### config.mk
export PLATFORM = sky130hd
export DESIGN_NAME = row_span_occupancy_table
export DESIGN_NICKNAME = d
export VERILOG_FILES = /design/src/rtl/core/rsot_pkg.sv /design/src/rtl/core/rsot_store.sv /design/src/rtl/core/row_span_occupancy_table.sv
export SDC_FILE = /design/constraint.sdc
export NUM_CORES = 2
export LEC_CHECK = 0
export BUFFER_PORTS_ARGS = -buffer_cell sky130_fd_sc_hd__buf_2
export CAP_MARGIN = 0
export CORE_MARGIN = 5
export CORE_UTILIZATION = 50
export DETAILED_ROUTE_END_ITERATION = 16
export GPL_ROUTABILITY_DRIVEN = 0
export PLACE_DENSITY = 0.77
export SYNTH_ARGS = -nofsm -noshare
export SYNTH_HDL_FRONTEND = slang
export SYNTH_HIERARCHICAL = 1
export SYNTH_SLANG_ARGS = --single-unit
### constraint.sdc
create_clock -name clk -period 5.85 [get_ports clk]
set_input_delay 0.585 -clock clk [delete_from_list [all_inputs] [get_ports clk]]
set_output_delay 0.585 -clock clk [all_outputs]
set_load 0.02 [all_outputs]
### src/rtl/core/rsot_pkg.sv
// ============================================================================
// rsot_pkg
// Shared types and constants for the row span occupancy table.
// ============================================================================
package rsot_pkg;

	localparam int ENTRIES  = 64;
	localparam int GRID_DIM = 256;

	localparam int IDX_W = (ENTRIES > 1) ? $clog2(ENTRIES) : 1;
	localparam int CNT_W = $clog2(ENTRIES + 1);

	// Reset value of the grid size registers, limited to what 9 bits hold.
	localparam logic [8:0] DIM_RESET = (GRID_DIM > 511) ? 9'd511 : 9'(GRID_DIM);

	localparam int CFG_IDX_W = 1;
	localparam logic [CFG_IDX_W-1:0] REG_GRID_HEIGHT = 1'b0;
	localparam logic [CFG_IDX_W-1:0] REG_GRID_WIDTH  = 1'b1;

	typedef enum logic [1:0] {
		CMD_QUERY  = 2'd0,
		CMD_INSERT = 2'd1,
		CMD_DELETE = 2'd2,
		CMD_MOVE   = 2'd3
	} cmd_t;

	typedef enum logic [2:0] {
		STS_OK      = 3'd0,
		STS_OUTSIDE = 3'd1,
		STS_NO_SPAN = 3'd2,
		STS_OVERLAP = 3'd3,
		STS_FULL    = 3'd4
	} status_t;

	typedef enum logic [1:0] {
		ST_IDLE,
		ST_SCAN,
		ST_EVAL
	} state_t;

	typedef struct packed {
		logic [7:0] row;
		logic [7:0] col;
		logic [8:0] len;
	} span_t;

	typedef struct packed {
		logic             rd_en;
		logic [IDX_W-1:0] rd_addr;
		logic             wr_en;
		logic             set_valid;
		logic             clr_valid;
		logic [IDX_W-1:0] wr_addr;
		span_t            wr_data;
	} store_req_t;

endpackage

### src/rtl/core/rsot_store.sv
// ============================================================================
// rsot_store
// Span entry memory with one read and one write port and per-entry valid bits.
// ============================================================================
module rsot_store (
	input  logic                 clk,
	input  logic                 arst_n,
	input  rsot_pkg::store_req_t req,
	output rsot_pkg::span_t      rd_span,
	output logic                 rd_valid
);
	import rsot_pkg::*;

	span_t              mem [ENTRIES];
	logic [ENTRIES-1:0] valid_q;
	span_t              rd_span_q;
	logic               rd_valid_q;

	always_ff @(posedge clk) begin
		if (req.wr_en) begin
			mem[req.wr_addr] <= req.wr_data;
		end
		if (req.rd_en) begin
			rd_span_q <= mem[req.rd_addr];
		end
	end

	always_ff @(posedge clk or negedge arst_n) begin
		if (!arst_n) begin
			valid_q    <= '0;
			rd_valid_q <= 1'b0;
		end else begin
			if (req.set_valid) begin
				valid_q[req.wr_addr] <= 1'b1;
			end else if (req.clr_valid) begin
				valid_q[req.wr_addr] <= 1'b0;
			end
			if (req.rd_en) begin
				rd_valid_q <= valid_q[req.rd_addr];
			end
		end
	end

	assign rd_span  = rd_span_q;
	assign rd_valid = rd_valid_q;

endmodule

### src/rtl/core/row_span_occupancy_table.sv
// ============================================================================
// row_span_occupancy_table
// Table of non-overlapping horizontal spans on a configurable grid.
// ============================================================================
// Usage: a command beat is taken when start is high and busy is low. Each
// command gives exactly one result beat, shown for one cycle with done high;
// the receiver cannot stall, so results are never held back.
// A command that fails its grid check answers on the cycle after the beat.
// Otherwise the sequencer sweeps the entry memory once, one entry per cycle
// through its single read port, and done follows the sweep; busy falls as
// done rises, so no new command is taken until such a command is through.
// A move that finds its source sweeps twice, once to find the source and
// once to check the moved span for overlap.
// Configuration uses its own valid/ready channel, always ready; index 0 is
// grid_height and 1 is grid_width; the user must see that they are written
// only while the block is idle, as the block itself does not enforce this.
// Reset clears every valid bit at once and sets both grid sizes to
// GRID_DIM (at most 511); no clearing pass follows.
// ============================================================================
module row_span_occupancy_table (
	input  logic                               clk,
	input  logic                               arst_n,
	input  logic                               start,
	output logic                               busy,
	input  logic [1:0]                         cmd,
	input  logic [7:0]                         row,
	input  logic [7:0]                         col,
	input  logic [8:0]                         span_len,
	input  logic [7:0]                         dest_row,
	input  logic [7:0]                         dest_col,
	output logic                               done,
	output logic [2:0]                         status,
	output logic [7:0]                         hit_row,
	output logic [7:0]                         hit_col,
	output logic [8:0]                         hit_len,
	input  logic                               cfg_valid,
	output logic                               cfg_ready,
	input  logic [rsot_pkg::CFG_IDX_W-1:0]     cfg_index,
	input  logic [8:0]                         cfg_data
);
	import rsot_pkg::*;

	localparam logic [CNT_W-1:0] ENTRIES_C = CNT_W'(ENTRIES);

	state_t           state_q, state_d;
	cmd_t             cmd_q;
	logic [7:0]       row_q, col_q, drow_q, dcol_q;
	logic [8:0]       len_q;
	logic [8:0]       height_q, width_q;
	logic             pass_q;
	logic [CNT_W-1:0] cnt_q;
	logic             cmp_en_s1;
	logic             found_q;
	logic [IDX_W-1:0] found_idx_q;
	span_t            found_span_q;
	logic             ovl_q;
	logic             free_q;
	logic [IDX_W-1:0] free_idx_q;
	logic [IDX_W-1:0] cmp_idx_s1;
	logic             done_q;
	status_t          status_q;
	logic [7:0]       hit_row_q, hit_col_q;
	logic [8:0]       hit_len_q;

	store_req_t       mem_req;
	span_t            ent;
	logic             ent_v;

	logic             issue;
	logic             load, scan_go, pass_go, emit;
	status_t          emit_status;
	logic             emit_hits;

	logic             cell_out, dest_out, ins_out, grid_err;
	logic [9:0]       ins_end;
	logic [9:0]       ent_end;
	logic [7:0]       ovl_row, ovl_col;
	logic [8:0]       ovl_len;
	logic [9:0]       ovl_end;
	logic             src_hit, ovl_hit, free_hit;

	rsot_store u_store (
		.clk      (clk),
		.arst_n   (arst_n),
		.req      (mem_req),
		.rd_span  (ent),
		.rd_valid (ent_v)
	);

	// Grid checks on the command beat itself.
	always_comb begin
		ins_end  = {2'b00, col} + {1'b0, span_len};
		cell_out = ({1'b0, row} >= height_q) || ({1'b0, col} >= width_q);
		dest_out = ({1'b0, dest_row} >= height_q) || ({1'b0, dest_col} >= width_q);
		ins_out  = (span_len == 9'd0) || ({1'b0, row} >= height_q) ||
			(ins_end > {1'b0, width_q});
		case (cmd_t'(cmd))
			CMD_INSERT: grid_err = ins_out;
			CMD_MOVE:   grid_err = cell_out || dest_out;
			default:    grid_err = cell_out;
		endcase
	end

	// Per-entry compare on the registered read data.
	always_comb begin
		ent_end  = {2'b00, ent.col} + {1'b0, ent.len};
		ovl_row  = pass_q ? drow_q : row_q;
		ovl_col  = pass_q ? dcol_q : col_q;
		ovl_len  = pass_q ? found_span_q.len : len_q;
		ovl_end  = {2'b00, ovl_col} + {1'b0, ovl_len};
		src_hit  = cmp_en_s1 && ent_v && (ent.row == row_q) && (col_q >= ent.col) &&
			({2'b00, col_q} < ent_end);
		ovl_hit  = cmp_en_s1 && ent_v && (ent.row == ovl_row) &&
			({2'b00, ent.col} < ovl_end) && ({2'b00, ovl_col} < ent_end);
		free_hit = cmp_en_s1 && !ent_v;
	end

	assign issue = (state_q == ST_SCAN) && (cnt_q < ENTRIES_C);

	always_ff @(posedge clk or negedge arst_n) begin
		if (!arst_n) begin
			state_q <= ST_IDLE;
		end else begin
			state_q <= state_d;
		end
	end

	always_comb begin
		state_d     = state_q;
		mem_req     = '0;
		load        = 1'b0;
		scan_go     = 1'b0;
		pass_go     = 1'b0;
		emit        = 1'b0;
		emit_status = STS_OK;
		emit_hits   = 1'b0;
		case (state_q)
			ST_IDLE: begin
				if (start) begin
					if (grid_err) begin
						emit        = 1'b1;
						emit_status = STS_OUTSIDE;
					end else begin
						load    = 1'b1;
						scan_go = 1'b1;
						state_d = ST_SCAN;
					end
				end
			end
			ST_SCAN: begin
				mem_req.rd_en   = issue;
				mem_req.rd_addr = cnt_q[IDX_W-1:0];
				if (cnt_q == ENTRIES_C) begin
					state_d = ST_EVAL;
				end
			end
			ST_EVAL: begin
				state_d = ST_IDLE;
				case (cmd_q)
					CMD_QUERY: begin
						emit        = 1'b1;
						emit_status = found_q ? STS_OK : STS_NO_SPAN;
						emit_hits   = found_q;
					end
					CMD_INSERT: begin
						emit = 1'b1;
						if (ovl_q) begin
							emit_status = STS_OVERLAP;
						end else if (!free_q) begin
							emit_status = STS_FULL;
						end else begin
							mem_req.wr_en     = 1'b1;
							mem_req.set_valid = 1'b1;
							mem_req.wr_addr   = free_idx_q;
							mem_req.wr_data   = '{row: row_q, col: col_q, len: len_q};
						end
					end
					CMD_DELETE: begin
						emit = 1'b1;
						if (found_q) begin
							mem_req.clr_valid = 1'b1;
							mem_req.wr_addr   = found_idx_q;
						end else begin
							emit_status = STS_NO_SPAN;
						end
					end
					CMD_MOVE: begin
						if (!pass_q) begin
							if (found_q) begin
								scan_go = 1'b1;
								pass_go = 1'b1;
								state_d = ST_SCAN;
							end else begin
								emit        = 1'b1;
								emit_status = STS_NO_SPAN;
							end
						end else begin
							emit = 1'b1;
							if (ovl_q) begin
								emit_status = STS_OVERLAP;
							end else begin
								mem_req.wr_en   = 1'b1;
								mem_req.wr_addr = found_idx_q;
								mem_req.wr_data = '{row: drow_q, col: dcol_q,
									len: found_span_q.len};
							end
						end
					end
					default: begin
						emit = 1'b1;
					end
				endcase
			end
			default: begin
				state_d = ST_IDLE;
			end
		endcase
	end

	// Command fields, held for the whole command; also the found and free entry indices and the result fields.
	always_ff @(posedge clk) begin
		if (load) begin
			cmd_q  <= cmd_t'(cmd);
			row_q  <= row;
			col_q  <= col;
			len_q  <= span_len;
			drow_q <= dest_row;
			dcol_q <= dest_col;
		end
		cmp_idx_s1 <= cnt_q[IDX_W-1:0];
		if (src_hit && !found_q && !pass_q) begin
			found_idx_q  <= cmp_idx_s1;
			found_span_q <= ent;
		end
		if (free_hit && !free_q) begin
			free_idx_q <= cmp_idx_s1;
		end
		if (emit) begin
			status_q  <= emit_status;
			hit_row_q <= emit_hits ? found_span_q.row : 8'd0;
			hit_col_q <= emit_hits ? found_span_q.col : 8'd0;
			hit_len_q <= emit_hits ? found_span_q.len : 9'd0;
		end
	end

	always_ff @(posedge clk or negedge arst_n) begin
		if (!arst_n) begin
			height_q  <= DIM_RESET;
			width_q   <= DIM_RESET;
			pass_q    <= 1'b0;
			cnt_q     <= '0;
			cmp_en_s1 <= 1'b0;
			found_q   <= 1'b0;
			ovl_q     <= 1'b0;
			free_q    <= 1'b0;
			done_q    <= 1'b0;
		end else begin
			if (cfg_valid && cfg_ready) begin
				if (cfg_index == REG_GRID_HEIGHT) begin
					height_q <= cfg_data;
				end else if (cfg_index == REG_GRID_WIDTH) begin
					width_q <= cfg_data;
				end
			end
			cmp_en_s1 <= issue;
			done_q    <= emit;
			if (scan_go) begin
				cnt_q  <= '0;
				ovl_q  <= 1'b0;
				free_q <= 1'b0;
			end else begin
				if (issue) begin
					cnt_q <= cnt_q + 1'b1;
				end
				if (ovl_hit) begin
					ovl_q <= 1'b1;
				end
				if (free_hit) begin
					free_q <= 1'b1;
				end
			end
			if (load) begin
				found_q <= 1'b0;
				pass_q  <= 1'b0;
			end else begin
				if (pass_go) begin
					pass_q <= 1'b1;
				end
				if (src_hit && !pass_q) begin
					found_q <= 1'b1;
				end
			end
		end
	end

	assign busy      = (state_q != ST_IDLE);
	assign cfg_ready = 1'b1;
	assign done      = done_q;
	assign status    = status_q;
	assign hit_row   = hit_row_q;
	assign hit_col   = hit_col_q;
	assign hit_len   = hit_len_q;

`ifndef SYNTH
	// Every accepted command is either in flight or answered on the next cycle.
	a_accept_progress: assert property (@(posedge clk) disable iff (!arst_n)
		(start && !busy) |=> (busy || done))
		else $error("accepted command neither started nor answered");

	// Failed commands never report a span.
	a_hit_zero: assert property (@(posedge clk) disable iff (!arst_n)
		(done && (status != STS_OK)) |-> (hit_len == 9'd0))
		else $error("hit fields set on a failed command");

	// The entry memory is only changed once a sweep has finished.
	a_write_after_scan: assert property (@(posedge clk) disable iff (!arst_n)
		(mem_req.wr_en || mem_req.set_valid || mem_req.clr_valid) |->
		(state_q == ST_EVAL && !mem_req.rd_en))
		else $error("entry memory written during a sweep");

	// A result never appears while the sequencer still has work to do.
	a_done_idle: assert property (@(posedge clk) disable iff (!arst_n)
		done |-> (state_q == ST_IDLE))
		else $error("result shown while busy");
`endif

endmodule
==> impl_metrics.toml <==
[drt]
dr_wl_met3_um = 21500
vias = 37400
wl_um = 186000
post_drt_via_cell_ratio = 6.54
top_layer = "met5"
wire_per_inst_um = 32.6
ant_nets = 0
drt_first_pass_iters = 5
drc = 0
drtIter0Drc = 5146
wl_met1_um = 66200
wl_met2_um = 89900

[flow_run]
maxCapViolCount = 0

[sta]
worst_pin_slew_ns = 1.22
holdWs_ns = 0.0409
setup_viol = 0
post-route-period-util_pct = 75.1
fin_worst_skew_ns = 0.0313
slew_violations = 0
finalHoldViolCount = 0
grt_setup_unrepaired = "false"
period_minus_slack_ns = 4.39
fin_setup_tns_ns = 0
relSlewSlack_pct = 18.1
max_freq_ghz = 0.228

[power]
power_leakage_nw = 21.5
ir_drop_mv = 0.370
total_power_w = 0.0309
cellPowerDensity_nw_per_um2 = 377

[synth]
yosysSeqAreaShare_pct = 74.7
syn_nets = 3612
syn-cell-area_um2 = 73100
async_flop_share_pct = 5.33
synth_top_area_cell = "edfxtp_1"
synth_common_cells = "1,733 x edfxtp_1, 509 x mux4_2, 151 x nor2_1"
syn_avg_cell_area_um2 = 21.1
ys_types = 71
netlist_instances = 3456
yosysWarnings = 6
synth_edf_count = 1733
ys.flop_type = "edfxtp_1"
synth_top_area_share_pct = 71.2
ys_ff_latch = 1837
synth.most_common_cell = "edfxtp_1"
synth_area_leaders = "edfxtp_1 71%, mux4_2 16%, dfrtp_1 3.3%"

[clock_tree]
cts_tree = "done"
clk_pin_slew_ns = 0.06
clock-sinks = 1837
clk_latency_ns = 0.81
cts_max_path_buffers = 3
htree_num_levels = 4
cts_buffers = 168
root_buffer = "clkbuf_16"

[global_route]
grt-ovfl-total = 0
grt_pass1_vias = 37700
grt_max_degree = 80
grt_pass1_wl_um = 269000
antenna_found_initial = 9
track_usage_pct = 24.4

[die]
num_io_pins = 88
core_area_um2 = 146000
start_util_pct = 50.2
die_height_um = 392
chipWidth_um = 392
row_count = 140
dieArea_um2 = 154000

[layout]
nets = 3817
drive_above_1_share_pct = 28.5
final_cells = 5717
syn_to_final_growth_pct = 12.3

[critical_path]
worstPathRequired_ns = 6.37
crit_arrival_ns = 4.91
path_class = "flop to flop"
crit_fanout = 63
r2r-start = "state_q[1]$_DFFE_PN0P_"
startpoint = "state_q[1]$_DFFE_PN0P_"
critPathCaptureType = "flop"
startpoint_type = "flop"

[outcome]
status = "finished, final reports clean"

[placed_design]
portBuffers = 86
placedCellCount = 5387
dp_hpwl_um = 104000

[worst_hold_path]
hold_class = "input pin to flop"
worstHoldStart = "dest_row[5]"
[state kept, by name, summed over array words and instances (netlist names), 8 cells and up, named ones only]
signal and count:
u_store/mem 1600, found_span_q 25, u_store/rd_span 25, height_q 9
hit_len 9, len_q 9, width_q 9, col_q 8
dcol_q 8, drow_q 8, hit_col 8, hit_row 8
row_q 8
[metrics by stage]
stage | util [%] | worst slack [ns] | cell area [µm²]
after floorplan | - | 1.29 | 73100
after CTS | 56.4 | 1.45 | 82100
after global routing | 56.4 | 1.31 | 82100
final | 56.4 | 1.46 | 82100
after global placement | 52.6 | 1.47 | 76600
after detailed placement | 52.6 | 1.48 | 76600
[final timing paths]
kind	end	slack [ns]	depth (start not counted)
hold / removal	drow_q[5]$_DFFE_PP_	0.04	1
min in group asynchronous	done$_DFF_PN0_	0.29	2
setup reg to reg	u_store/rd_span[2]$_DFFE_PP_	1.46	8
max in group asynchronous	asynchronous set/reset pin	4.32	3
setup / recovery	u_store/rd_span[2]$_DFFE_PP_	1.46	8
hold reg to reg	free_idx_q[5]$_DFFE_PP_	0.43	0
[cells by family after synthesis]
| family | Yosys count | synth area share, % |
|---|---|---|
| buffers and inverters | 223 | 1.39 |
| flip-flops | 1837 | 74.7 |
| AND/OR/NAND/NOR | 354 | 2.35 |
| XOR/XNOR | 38 | 0.455 |
| adder cells (fa/ha/maj) | 99 | 1.73 |
| AO/OA/AOI/OAI | 343 | 2.90 |
| other | 1 | 0.00513 |
| multiplexers | 561 | 16.4 |
[power by group]
| part | switching (W) | internal, W | leakage [nW] |
|---|---|---|---|
| sequential | 0.000303 | 0.0145 | 13.7 |
| combinational | 0.00320 | 0.00226 | 5.23 |
| clock | 0.00474 | 0.00592 | 2.58 |
[cells in the final DEF, fill, tap and decap left out, types with 62 or more instances in the layout]
cell type,n
edfxtp_1,1733
mux4_2,509
clkbuf_16,172
o21ai_0,147
ha_1,96
dfrtp_1,96
buf_4,95
buf_2,85
nor2_4,84
nand2_1,62
[cell type report]
class                      instances  area [µm²]
antenna                            5        12.5
inverter                          50         188
clock inverter                    93         787
fill                           10200       63500
sequential                      1837       54600
tap                             1917        2400
timing repair buffer             208        1490
clock buffer                     211        4480
multi-input combinational       1396       18100
[routing by layer]
layer / track usage [%] / vias to the layer above
met5: 0 / -
met4: 10.8 / 2
met3: 6.12 / 432
met2: 38.7 / 2612
met1: 32.5 / 19500
li1: - / 14800
[repair_timing]
action,in CTS,in global routing
resized for setup,0,0
hold buffers,21,0
setup buffers,0,0
endpoints found under the hold margin,51,0
[worst max-delay path, cell delays in order (launching register included)]
cell and delay [ns]:
dfrtp_1 0.41, nand2b_1 0.32, nor2_4 0.60, buf_12 0.49
buf_12 0.33, mux4_2 0.57, mux4_2 0.55, o22ai_1 0.72
nor2_1 0.07
Power figures use the tool's default switching activity.
